## src/hrp_pkg.sv

```systemverilog
`default_nettype none

package hrp_pkg;

  // Default depth of one record data buffer bank
  localparam int MaxDataBytesDef = 16;

  // Record type codes
  localparam logic [7:0] REC_DATA      = 8'h00;
  localparam logic [7:0] REC_EOF       = 8'h01;
  localparam logic [7:0] REC_EXT_LIN   = 8'h04;
  localparam logic [7:0] REC_START_LIN = 8'h05;

  // Finished record, handed from the parser to the emitter
  typedef struct packed {
    logic [7:0]  kind;
    logic        ok;
    logic        tl;
    logic [7:0]  len;
    logic [31:0] base;
    logic [31:0] start;
    logic        bank;
  } desc_t;

  // Write port into the data buffer
  typedef struct packed {
    logic       en;
    logic       bank;
    logic [7:0] idx;
    logic [7:0] data;
  } mem_wr_t;

  // One result item
  typedef struct packed {
    logic [7:0]  data_byte;
    logic [31:0] byte_address;
    logic        has_data;
    logic [7:0]  record_type;
    logic        checksum_ok;
    logic        end_of_file;
    logic [31:0] start_address;
    logic        too_long;
    logic        last;
  } res_t;

endpackage

`default_nettype wire

```

## src/hrp_front.sv

```systemverilog
`default_nettype none

module hrp_front #(
  parameter int MAX_DATA_BYTES = hrp_pkg::MaxDataBytesDef
) (
  input  wire logic            clk_i,
  input  wire logic            rst_ni,
  input  wire logic            in_valid_i,
  input  wire logic [7:0]      in_byte_i,
  input  wire logic            in_done_i,
  output logic                 in_ready_o,
  input  wire logic            q_full_i,
  output logic                 push_o,
  output hrp_pkg::desc_t       desc_o,
  output hrp_pkg::mem_wr_t     wr_o
);

  localparam logic [7:0] MaxB = 8'(MAX_DATA_BYTES);

  // Position within the record
  localparam logic [2:0] POS_COUNT   = 3'd0;
  localparam logic [2:0] POS_ADDR_HI = 3'd1;
  localparam logic [2:0] POS_ADDR_LO = 3'd2;
  localparam logic [2:0] POS_TYPE    = 3'd3;
  localparam logic [2:0] POS_BODY    = 3'd4;

  logic [2:0]      pos_q, pos_d;
  logic [7:0]      len_q, len_d;
  logic [15:0]     low_q, low_d;
  logic [7:0]      kind_q, kind_d;
  logic [7:0]      sum_q, sum_d;
  logic [7:0]      cnt_q, cnt_d;
  logic [3:0][7:0] pl_q, pl_d;
  logic [15:0]     upper_q, upper_d;
  logic [31:0]     entry_q, entry_d;
  logic            bank_q, bank_d;
  logic            take;
  logic [7:0]      sum_next;
  logic            tl;

  // Stall while both buffer banks hold records not yet drained
  assign in_ready_o = !q_full_i;
  assign take       = in_valid_i && in_ready_o && in_done_i;
  assign sum_next   = sum_q + in_byte_i;
  assign tl         = len_q > MaxB;

  // Record parser
  always_comb begin
    pos_d   = pos_q;
    len_d   = len_q;
    low_d   = low_q;
    kind_d  = kind_q;
    sum_d   = sum_q;
    cnt_d   = cnt_q;
    pl_d    = pl_q;
    upper_d = upper_q;
    entry_d = entry_q;
    bank_d  = bank_q;
    push_o  = 1'b0;
    wr_o    = '0;
    desc_o  = '0;
    if (take) begin
      sum_d = sum_next;
      unique case (pos_q)
        POS_COUNT: begin
          sum_d = in_byte_i;
          len_d = in_byte_i;
          cnt_d = '0;
          pl_d  = '0;
          pos_d = POS_ADDR_HI;
        end
        POS_ADDR_HI: begin
          low_d = {in_byte_i, 8'h00};
          pos_d = POS_ADDR_LO;
        end
        POS_ADDR_LO: begin
          low_d[7:0] = in_byte_i;
          pos_d      = POS_TYPE;
        end
        POS_TYPE: begin
          kind_d = in_byte_i;
          pos_d  = POS_BODY;
        end
        POS_BODY: begin
          if (cnt_q < len_q) begin
            // data byte
            wr_o.en   = cnt_q < MaxB;
            wr_o.bank = bank_q;
            wr_o.idx  = cnt_q;
            wr_o.data = in_byte_i;
            if (cnt_q < 8'd4) begin
              pl_d[cnt_q[1:0]] = in_byte_i;
            end
            cnt_d = cnt_q + 8'd1;
          end else begin
            // checksum byte: record done
            pos_d = POS_COUNT;
            if (!tl && kind_q == hrp_pkg::REC_EXT_LIN) begin
              upper_d = {pl_q[0], pl_q[1]};
            end
            if (!tl && kind_q == hrp_pkg::REC_START_LIN) begin
              entry_d = {pl_q[0], pl_q[1], pl_q[2], pl_q[3]};
            end
            push_o       = 1'b1;
            desc_o.kind  = kind_q;
            desc_o.ok    = sum_next == 8'h00;
            desc_o.tl    = tl;
            desc_o.len   = len_q;
            desc_o.base  = {upper_q, low_q};
            desc_o.start = entry_d;
            desc_o.bank  = bank_q;
            bank_d       = !bank_q;
          end
        end
        default: pos_d = POS_COUNT;
      endcase
    end
  end

  always_ff @(posedge clk_i or negedge rst_ni) begin
    if (!rst_ni) begin
      pos_q   <= POS_COUNT;
      len_q   <= '0;
      low_q   <= '0;
      kind_q  <= '0;
      sum_q   <= '0;
      cnt_q   <= '0;
      pl_q    <= '0;
      upper_q <= '0;
      entry_q <= '0;
      bank_q  <= 1'b0;
    end else begin
      pos_q   <= pos_d;
      len_q   <= len_d;
      low_q   <= low_d;
      kind_q  <= kind_d;
      sum_q   <= sum_d;
      cnt_q   <= cnt_d;
      pl_q    <= pl_d;
      upper_q <= upper_d;
      entry_q <= entry_d;
      bank_q  <= bank_d;
    end
  end

endmodule

`default_nettype wire

```

## src/hrp_queue.sv

```systemverilog
`default_nettype none

module hrp_queue (
  input  wire logic           clk_i,
  input  wire logic           rst_ni,
  input  wire logic           push_i,
  input  wire hrp_pkg::desc_t desc_i,
  output logic                full_o,
  output logic                valid_o,
  output hrp_pkg::desc_t      head_o,
  input  wire logic           pop_i
);

  // Two entries, one for each buffer bank
  hrp_pkg::desc_t [1:0] ent_q;
  logic                 wp_q, rp_q;
  logic [1:0]           cnt_q;

  assign full_o  = cnt_q == 2'd2;
  assign valid_o = cnt_q != 2'd0;
  assign head_o  = ent_q[rp_q];

  always_ff @(posedge clk_i) begin
    if (push_i) begin
      ent_q[wp_q] <= desc_i;
    end
  end

  always_ff @(posedge clk_i or negedge rst_ni) begin
    if (!rst_ni) begin
      wp_q  <= 1'b0;
      rp_q  <= 1'b0;
      cnt_q <= 2'd0;
    end else begin
      if (push_i) begin
        wp_q <= !wp_q;
      end
      if (pop_i) begin
        rp_q <= !rp_q;
      end
      cnt_q <= cnt_q + {1'b0, push_i} - {1'b0, pop_i};
    end
  end

endmodule

`default_nettype wire

```

## src/hrp_back.sv

```systemverilog
`default_nettype none

module hrp_back #(
  parameter int MAX_DATA_BYTES = hrp_pkg::MaxDataBytesDef
) (
  input  wire logic             clk_i,
  input  wire logic             rst_ni,
  input  wire hrp_pkg::mem_wr_t wr_i,
  input  wire logic             head_valid_i,
  input  wire hrp_pkg::desc_t   head_i,
  output logic                  pop_o,
  output logic                  out_valid_o,
  output hrp_pkg::res_t         out_o,
  input  wire logic             out_ready_i
);

  localparam int IW    = $clog2(MAX_DATA_BYTES);
  localparam int Depth = 2 << IW;

  localparam logic ST_IDLE = 1'b0;
  localparam logic ST_EMIT = 1'b1;

  logic [7:0]        mem [Depth];
  logic [7:0]        rdata_q;
  logic              st_q, st_d;
  logic [7:0]        idx_q, idx_d;
  logic              ov_q, ov_d;
  hrp_pkg::res_t     res_q, res_d;
  logic              out_free;
  logic              is_data;
  logic              is_last;
  logic [IW:0]       waddr, raddr;

  assign waddr = {wr_i.bank, wr_i.idx[IW-1:0]};
  assign raddr = {head_i.bank, idx_d[IW-1:0]};

  // Two-bank record buffer, registered read
  always_ff @(posedge clk_i) begin
    if (wr_i.en) begin
      mem[waddr] <= wr_i.data;
    end
    rdata_q <= mem[raddr];
  end

  assign out_free = !ov_q || out_ready_i;
  assign is_data  = head_i.kind == hrp_pkg::REC_DATA && !head_i.tl && head_i.len != 8'd0;
  assign is_last  = (idx_q + 8'd1) == head_i.len;

  // Emitter: one status item, or one item per data byte
  always_comb begin
    st_d  = st_q;
    idx_d = idx_q;
    ov_d  = ov_q && !out_ready_i;
    res_d = res_q;
    pop_o = 1'b0;
    unique case (st_q)
      ST_IDLE: begin
        if (head_valid_i) begin
          if (is_data) begin
            idx_d = '0;
            st_d  = ST_EMIT;
          end else if (out_free) begin
            ov_d                = 1'b1;
            pop_o               = 1'b1;
            res_d.data_byte     = '0;
            res_d.byte_address  = '0;
            res_d.has_data      = 1'b0;
            res_d.record_type   = head_i.kind;
            res_d.checksum_ok   = head_i.ok;
            res_d.end_of_file   = head_i.kind == hrp_pkg::REC_EOF;
            res_d.start_address = head_i.start;
            res_d.too_long      = head_i.tl;
            res_d.last          = 1'b1;
          end
        end
      end
      ST_EMIT: begin
        if (out_free) begin
          ov_d                = 1'b1;
          res_d.data_byte     = rdata_q;
          res_d.byte_address  = head_i.base + {24'd0, idx_q};
          res_d.has_data      = 1'b1;
          res_d.record_type   = head_i.kind;
          res_d.checksum_ok   = head_i.ok;
          res_d.end_of_file   = head_i.kind == hrp_pkg::REC_EOF;
          res_d.start_address = head_i.start;
          res_d.too_long      = 1'b0;
          res_d.last          = is_last;
          if (is_last) begin
            pop_o = 1'b1;
            st_d  = ST_IDLE;
          end else begin
            idx_d = idx_q + 8'd1;
          end
        end
      end
      default: st_d = ST_IDLE;
    endcase
  end

  always_ff @(posedge clk_i) begin
    res_q <= res_d;
  end

  always_ff @(posedge clk_i or negedge rst_ni) begin
    if (!rst_ni) begin
      st_q  <= ST_IDLE;
      idx_q <= '0;
      ov_q  <= 1'b0;
    end else begin
      st_q  <= st_d;
      idx_q <= idx_d;
      ov_q  <= ov_d;
    end
  end

  assign out_valid_o = ov_q;
  assign out_o       = res_q;

endmodule

`default_nettype wire

```

## src/hex_record_parser_unit.sv

```systemverilog
// Intel HEX record parser, fed one binary record byte per item.
// Input stream: s_axis_tdata carries the byte, s_axis_tuser says the transfer
// is complete; items with tuser low are taken and dropped.
// Output stream: one item per data byte of a type 00 record that is neither
// empty nor over-long (tuser high), or one status item for any other record;
// tlast marks the final item. The front parser takes one byte per cycle
// unless the queue is full. At the checksum byte it hands the record to the
// emitter through a two-entry queue; each entry owns one bank of the data
// buffer, so the next record fills one bank while the emitter drains the
// other. s_axis_tready drops only while both banks hold records not yet
// drained. A record's descriptor is registered in the queue; a status item
// then goes into the output register, data items through the registered
// buffer read into it, one per cycle while the receiver takes them. A stalled
// receiver holds the output register and the emitter; the parser keeps going
// until the queue is full. Reset clears parser state, the queue and the output
// valid; no clearing pass is needed.
`default_nettype none

module hex_record_parser_unit #(
  parameter int MAX_DATA_BYTES = hrp_pkg::MaxDataBytesDef
) (
  input  wire logic        clk_i,
  input  wire logic        rst_ni,
  input  wire logic        s_axis_tvalid,
  output logic             s_axis_tready,
  input  wire logic [7:0]  s_axis_tdata,  // [7:0] byte_value
  input  wire logic        s_axis_tuser,  // [0] transfer_complete
  output logic             m_axis_tvalid,
  input  wire logic        m_axis_tready,
  // [7:0] data_byte, [39:8] byte_address, [47:40] record_type,
  // [48] checksum_ok, [49] end_of_file, [81:50] start_address,
  // [82] too_long, [87:83] zero
  output logic [87:0]      m_axis_tdata,
  output logic             m_axis_tuser,  // [0] has_data
  output logic             m_axis_tlast
);

  logic             q_full, q_valid, push, pop;
  hrp_pkg::desc_t   desc, head;
  hrp_pkg::mem_wr_t wr;
  hrp_pkg::res_t    res;

  hrp_front #(.MAX_DATA_BYTES(MAX_DATA_BYTES)) u_front (
    .clk_i      (clk_i),
    .rst_ni     (rst_ni),
    .in_valid_i (s_axis_tvalid),
    .in_byte_i  (s_axis_tdata),
    .in_done_i  (s_axis_tuser),
    .in_ready_o (s_axis_tready),
    .q_full_i   (q_full),
    .push_o     (push),
    .desc_o     (desc),
    .wr_o       (wr)
  );

  hrp_queue u_queue (
    .clk_i   (clk_i),
    .rst_ni  (rst_ni),
    .push_i  (push),
    .desc_i  (desc),
    .full_o  (q_full),
    .valid_o (q_valid),
    .head_o  (head),
    .pop_i   (pop)
  );

  hrp_back #(.MAX_DATA_BYTES(MAX_DATA_BYTES)) u_back (
    .clk_i        (clk_i),
    .rst_ni       (rst_ni),
    .wr_i         (wr),
    .head_valid_i (q_valid),
    .head_i       (head),
    .pop_o        (pop),
    .out_valid_o  (m_axis_tvalid),
    .out_o        (res),
    .out_ready_i  (m_axis_tready)
  );

  // Output packing
  assign m_axis_tdata = {5'd0, res.too_long, res.start_address, res.end_of_file,
                         res.checksum_ok, res.record_type, res.byte_address,
                         res.data_byte};
  assign m_axis_tuser = res.has_data;
  assign m_axis_tlast = res.last;

  // A status item is always the last of its record
  a_status_last: assert property (@(posedge clk_i) disable iff (!rst_ni)
    m_axis_tvalid && !m_axis_tuser |-> m_axis_tlast)
    else $error("status item without tlast");

  // A data item never reports an oversized record
  a_data_not_long: assert property (@(posedge clk_i) disable iff (!rst_ni)
    m_axis_tvalid && m_axis_tuser |-> !m_axis_tdata[82])
    else $error("data item flagged too_long");

  // Data items of one record follow back to back at consecutive addresses
  a_data_run: assert property (@(posedge clk_i) disable iff (!rst_ni)
    m_axis_tvalid && m_axis_tready && m_axis_tuser && !m_axis_tlast |=>
      m_axis_tvalid && m_axis_tuser &&
      (m_axis_tdata[39:8] == $past(m_axis_tdata[39:8]) + 32'd1))
    else $error("data run broken");

  // The queue never holds more records than there are buffer banks
  a_queue_bound: assert property (@(posedge clk_i) disable iff (!rst_ni)
    q_full |-> !push)
    else $error("record pushed into full queue");

endmodule

`default_nettype wire

```

## config.mk

```make
export PLATFORM = sky130hd
export DESIGN_NAME = hex_record_parser_unit
export DESIGN_NICKNAME = d
export VERILOG_FILES = /design/src/hrp_pkg.sv /design/src/hrp_front.sv /design/src/hrp_queue.sv /design/src/hrp_back.sv /design/src/hex_record_parser_unit.sv
export SDC_FILE = /design/constraint.sdc
export NUM_CORES = 1
export LEC_CHECK = 0
export ABC_AREA = 1
export BUFFER_PORTS_ARGS = -buffer_cell sky130_fd_sc_hd__buf_2
export CAP_MARGIN = 5
export CORE_ASPECT_RATIO = 0.9
export CORE_MARGIN = 2
export CORE_UTILIZATION = 45
export CTS_CLUSTER_DIAMETER = 100
export CTS_CLUSTER_SIZE = 40
export DETAILED_ROUTE_END_ITERATION = 8
export HOLD_SLACK_MARGIN = 0.05
export PLACE_DENSITY_LB_ADDON = 0.25
export SLEW_MARGIN = 30
export SYNTH_ARGS = -nofsm -noshare
export SYNTH_HDL_FRONTEND = slang
export SYNTH_SLANG_ARGS = --single-unit
```

## constraint.sdc

```tcl
create_clock -name clk_i -period 7.5 [get_ports clk_i]
set_input_delay 1.5 -clock clk_i [delete_from_list [all_inputs] [get_ports clk_i]]
set_output_delay 1.5 -clock clk_i [all_outputs]
set_load 0.03 [all_outputs]
```

-- After elaboration in Yosys (flattened, before gate mapping)
Memories as Yosys holds them, arrays and structs flattened. A register that Yosys moved wholly into a read port is not among the register bits.
Cells that the tools add are included.
- bits in registers: 397
- RAM bits: 256
- bits of input ports: 13
- output and inout bits: 92
- logic and storage cells: 170
- memories kept: 1
- add/sub/neg operators: 6
- magnitude comparators: 9
- equality and inequality tests: 18
- mux-type cells: 54
- bitwise operators: 2
- reductions and logical operators: 36
- memories (name ; words ; bits a word ; rd ports ; clocked after Yosys merged registers in ; wr ports ; line ; source):
    u_back.mem ; 32 ; 8 ; 1 ; 1 ; 1 ; hrp_back.sv:23 ; logic [7:0] mem [Depth];
- operator list (kind ; count):
    83-bit 2-to-1 mux ; 6
    85-bit 2-to-1 mux ; 4
    85-bit one-hot mux with 2 select lines ; 1
    166-bit bitwise mux ; 1
    32-bit 2-to-1 mux ; 3
    83-bit demux with 1-bit select ; 1
    32-bit one-hot mux with 2 select lines ; 1
    8-bit 2-to-1 mux ; 7
    18-bit 2-to-1 mux ; 3
    8-bit one-hot mux with 2 select lines ; 3
    32-bit by 8-bit adder with 32-bit output ; 1
    32-bit bitwise mux ; 1
    1-bit 2-to-1 mux ; 17
    8-bit by 1-bit adder with 8-bit output, second input constant ; 2
    8-bit demux with 2-bit select ; 1
    8-bit by 3-bit == test with 1-bit output, second input constant ; 2
    8-bit logical NOT ; 2
    4-bit AND reduction ; 4
    3-bit one-hot mux with 5 select lines ; 1
    2-bit inequality test, second input constant ; 5
    2-bit AND reduction ; 5
    1-bit logical AND ; 9
    8-bit adder ; 1
    8-bit by 1-bit == test with 1-bit output, second input constant ; 1
    other kinds (25) ; 43

-- Longest topological paths before layout
- depth after elaboration: 9
- depth in mapped cells: 26
- mapped depth without buffers: 21

-- Cells and area by module
A second synthesis with hierarchy kept.
- cell total of the unflattened synthesis: 2924
- area total of the unflattened synthesis: 29622.2 µm²
- modules (own cells, without submodules) (module ; times used ; cells an instance ; area an instance (µm²) ; seq. area each (µm²)):
    hrp_back ; 1 ; 1534 ; 16205.5 ; 10650.2
    hrp_front ; 1 ; 926 ; 7031.7 ; 3303.2
    hrp_queue ; 1 ; 458 ; 6343.6 ; 5084.9
    hex_record_parser_unit ; 1 ; 6 ; 41.3 ; 0.0

-- Worst setup path before layout
OpenSTA, ideal clock, no wires.
- kind: in2reg
- start point: input port s_axis_tuser
- end point: register u_queue.ent_q[0] in the netlist's numbering, enable pin
- setup time: 525 ps
- arrival: 5923 ps
- required time: 6975 ps
- path slack: 1052 ps
- stages on the path: 7
- buffers on the path: 3
- path through: nand3_1 -> inv_1 -> nand2_1 -> clkbuf_1 -> clkbuf_1 -> clkbuf_1 -> nor2_1
- cells in the longest elaborated chain, start to end: 2
- ends and longest elaborated chain (item ; line ; source):
    start, declared ; hex_record_parser_unit.sv:27 ; input wire logic s_axis_tuser,
    1-bit logical AND ; hrp_front.sv:43 ; assign take = in_valid_i && in_ready_o && in_done_i;
    1-bit 2-to-1 mux ; hrp_front.sv:62 ; if (take) begin
    end signal, assigned by index ; hrp_queue.sv:25 ; ent_q[wp_q] <= desc_i;
    end, declared ; hrp_queue.sv:15 ; hrp_pkg::desc_t [1:0] ent_q;
Every way passes these cells.
A chain may end at the register's enable or synchronous reset.

-- Worst setup path after layout
- start point: register u_queue.rp_q
- end point: register u_back.rdata_q[0] (read register of u_back.mem)
- cells in the longest elaborated chain, start to end: 8
- elaborated cells between the ends (all ways): 13
- classes of those cells: eq/ne (1); mux (7); reduce/logical (5)
- ends and longest elaborated chain (item ; line ; source):
    start, declared ; hrp_queue.sv:16 ; logic wp_q, rp_q;
    start signal, assigned ; hrp_queue.sv:39 ; rp_q <= !rp_q;
    83-bit 2-to-1 mux (implied by the code) * (2 in series) ; hrp_queue.sv:21 ; assign head_o = ent_q[rp_q];
    8-bit logical NOT or 1-bit logical NOT (tied branches) ; hrp_back.sv:46 ; assign is_data = head_i.kind == hrp_pkg::REC_DATA && !head_i.tl && head_i.len != 8'd0;
    1-bit logical AND (2 in series) ; hrp_back.sv:46 ;
    8-bit 2-to-1 mux ; hrp_back.sv:59 ; if (is_data) begin
    8-bit 2-to-1 mux ; hrp_back.sv:58 ; if (head_valid_i) begin
    8-bit one-hot mux with 2 select lines ; hrp_back.sv:56 ; unique case (st_q)
    end, declared ; hrp_back.sv:24 ; logic [7:0] rdata_q;
Mark *: on every way between the ends. The rest lies on a longest branch, timed or not. The select of a mux whose other input is x is not followed.

==> run metrics <==
Worst VDD drop approximately 0.15 mV; wire length on met3 3720 um; Avg Vias per Cell ~5.3; final hold violation count 0; clk_lat worst skew between 600 and 700 ps; crit path max fanout 72; Worst Clk Skew just over 50 ps; tightest hold margin about 500 ps; critical-path cell with the highest stage delay buf_4; Top-Level Pins roughly 110; routed metal-1 wire length between 20000 and 30000 um; EDFF count, synth 507; Data required, critical path 8010 ps; DR WL met2 approximately 31000 um; primary flip-flop cell chosen by synthesis mapping edfxtp_1; ranking of synthesized cells by instance count nand2_1 (563), edfxtp_1 (507), inv_1 (361), nand3_1 (317), nor2_1 (221); clock root buffer clkbuf_16; Data arrival, critical path 5300 ps; Avg WL per Cell 18.1 um; maximum number of pins on one net before global-route repair 95; Die Ht 244 um; estimated wirelength of the detail-placed design 43000 um; detailed router's first-iteration violation count approximately 1800; cts repair resizes 0; post-synthesis async set-or-reset flop share 22.1%; maximum clock insertion buffer count 3; die area 0.0660 mm^2; critical path depth 17; Period minus WS final 4790 ps; Worst Path Class, Setup reg -> reg; count of cell types in the netlist 52; Hold Crit Depth 2; most used cell, CP nand2_1; wire length after detailed routing 65900 um; number of global-route vias before repair 18400; number of buffers added by the clock tree synthesis step 26; Die W 271 um; wire length of the first global-routing pass 104000 um; highest layer used for signal routing met4; first drt pass iteration count 6; clock sink total 661; relative slew slack between 30% and 40%; leakage power of the design 12.8 nW; layout-stage area growth over the synthesis result 8.67%; RSZ-0062 raised after global routing false; Nets ~2800; clock transition time at the flip-flop clock pins of the worst setup and hold paths approximately 130 ps; H-tree depth 1; highest attainable clock frequency 0.209 GHz; cell taking the most area after synthesis edfxtp_1; count leader, synth nand2_1; overall fraction of global-route tracks in use 19.9%; final total negative setup slack 0 ps; Core Util, Final 49.7%; cell breakdown of the critical path buf_4 -> o21ai_0 -> nand2_1 -> nor2_1 -> nand3_1 -> nor2_1 -> a21oi_1 -> nand2_4 -> nand2_4 -> buf_4 -> nand2_1 -> nand3_1 -> nand3_1 -> nand3_1 -> nand2_1 -> nand2_1 -> nand2_1; flip-flop and latch count after synthesis 661; slowest stage delay, CP 690 ps; Tcrit/Tclk final between 60 and 70%; Setup crit end kind register; final slew viol count 0; Port-buffer cells about 100; routability congestion estimate from global placement 0.869; Setup Viol. Count Final 0; result of the run finished clean; DRC viols 0; Worst setup SP type register; clock tree from TritonCTS done; fraction of final layout cells with drive strength greater than 1 under 10%; family of cells with the greatest summed delay on the critical path simple AND/OR/NAND/NOR gates; most area-consuming cells after synthesis edfxtp_1 (53%), dfrtp_1 (13%), nand2_1 (7.3%); initial antenna violation count 2; Cell Area, Synth between 0.02 and 0.03 mm^2; cts-stage hold buffer count 0; power density relative to cell area 301 mW/mm^2; overflow left after global routing 0; remaining antenna violation count after routing 0; depth of the most critical reg-to-reg path 17; Core Area roughly 0.063 mm^2; sequential fraction of the synthesis area 66.1%; Rows between 80 and 90; Maximum Capacitance Violations 0; layout filler cell count 5643; count of mapped cells out of synthesis 2734; area share of the largest cell type after synthesis 52.9%; actual transition at the worst max-transition pin 926 ps; via count of the routed design around 19000; class of the worst hold path reg -> reg; number of setup buffers added after CTS 0; Yosys warning total 0; Syn Area/Cell 10.5 um^2; Buffers & Inverters on Critical Path 2; initial standard-cell utilization of the core 45.8%
[logic make-up after synthesis]
logic type               Yosys count  share of synthesized area (%)
AO/OA/AOI/OAI                    262                           4.96
XOR/XNOR                          13                          0.395
adder cells (fa/ha/maj)           31                           1.40
buffers and inverters            488                           6.91
flip-flops                       661                           66.1
multiplexers                      14                          0.491
other                              1                         0.0130
AND/OR/NAND/NOR                 1264                           19.7
[final timing paths]
path	start	endpoint	slack, ps
max in group asynchronous	rst_ni	u_queue.rp_q$_DFFE_PN0N_	5090
setup reg to reg	u_queue.rp_q$_DFFE_PN0N_	u_back.rdata_q[0]$_DFF_P_	2710
hold / removal	u_back.rdata_q[0]$_DFF_P_	u_back.out_o[77]$_SDFFCE_PN0P_	500
hold reg to reg	u_back.rdata_q[0]$_DFF_P_	u_back.out_o[77]$_SDFFCE_PN0P_	500
min in group asynchronous	rst_ni	u_front.pl_q[31]$_DFFE_PN0P_	930
setup / recovery	u_queue.rp_q$_DFFE_PN0N_	u_back.rdata_q[0]$_DFF_P_	2710
[layer usage]
metal  up-vias  global-route usage [%]
met5         -                       0
met4         0                    4.26
met3        59                    2.08
met2       556                    32.3
met1      9369                    29.0
li1       9179                       -
[cell type report]
class	count	area (um^2)	share of cell area [%]
Antenna cell	2	5.00	0.0160
Clock buffer	32	694	2.22
Clock inverter	16	308	0.984
Inverter	366	1370	4.39
Multi-Input combinational cell	1589	7940	25.4
Sequential cell	661	19000	60.9
Tap cell	845	1060	3.38
Timing Repair Buffer	127	871	2.78
[worst register-to-register path, cell delays in order, from the launching register on]
cell	delay [ps]
dfrtp_4	640
buf_4	700
o21ai_0	480
nand2_1	170
nor2_1	70
nand3_1	100
nor2_1	60
a21oi_1	250
nand2_4	450
nand2_4	570
buf_4	450
nand2_1	120
nand3_1	90
nand3_1	130
nand3_1	120
nand2_1	130
nand2_1	100
nand2_1	70
[power breakdown]
group | total [W] | leakage [nW] | internal, W | switching [W]
Sequential | 0.00452 | 6.68 | 0.00432 | 0.000202
Combinational | 0.00287 | 5.64 | 0.000822 | 0.00205
Clock | 0.00201 | 0.477 | 0.000788 | 0.00123
Total | 0.00940 | 12.8 | 0.00593 | 0.00348
[cells in the final DEF (no fill, tap or decap), drive strengths merged, types with 32 or more instances in the layout]
cell type and instances:
nor2 224, nand3b 92, dfrtp 146, a21oi 75, edfxtp 507, inv 374
buf 127, nand2 565, o21ai 140, nand3 319, clkbuf 32
[registers in the layout (all words and copies together), names as in the netlist, 2 cells and up]
| name | count |
|---|---|
| u_back.out_o | 85 |
| u_front.sum_q | 8 |
| u_front.pos_q | 3 |
| u_back.mem | 256 |
| u_queue.ent_q | 166 |
| u_front.entry_q | 32 |
| u_front.cnt_q | 8 |
| u_back.rdata_q | 8 |
| u_queue.cnt_q | 2 |
| u_front.kind_q | 8 |
| u_front.len_q | 8 |
| u_front.low_q | 16 |
| u_back.idx_q | 8 |
| u_front.upper_q | 16 |
| u_front.pl_q | 32 |
[metrics by stage]
stage / total power [W] / setup slack, ps / cells / instance area [um^2]
final: 0.00940 / 2710 / 3638 / 31300
after global placement: 0.00738 / 2550 / 3579 / 30000
after CTS: 0.00945 / 2710 / 3632 / 31200
after global routing: 0.00993 / 2330 / 3638 / 31300
after detailed placement: 0.00744 / 2270 / 3584 / 30200
after floorplan: 0.00662 / 1050 / 2738 / 28800
Note: power is estimated with default switching activity, not from simulation.
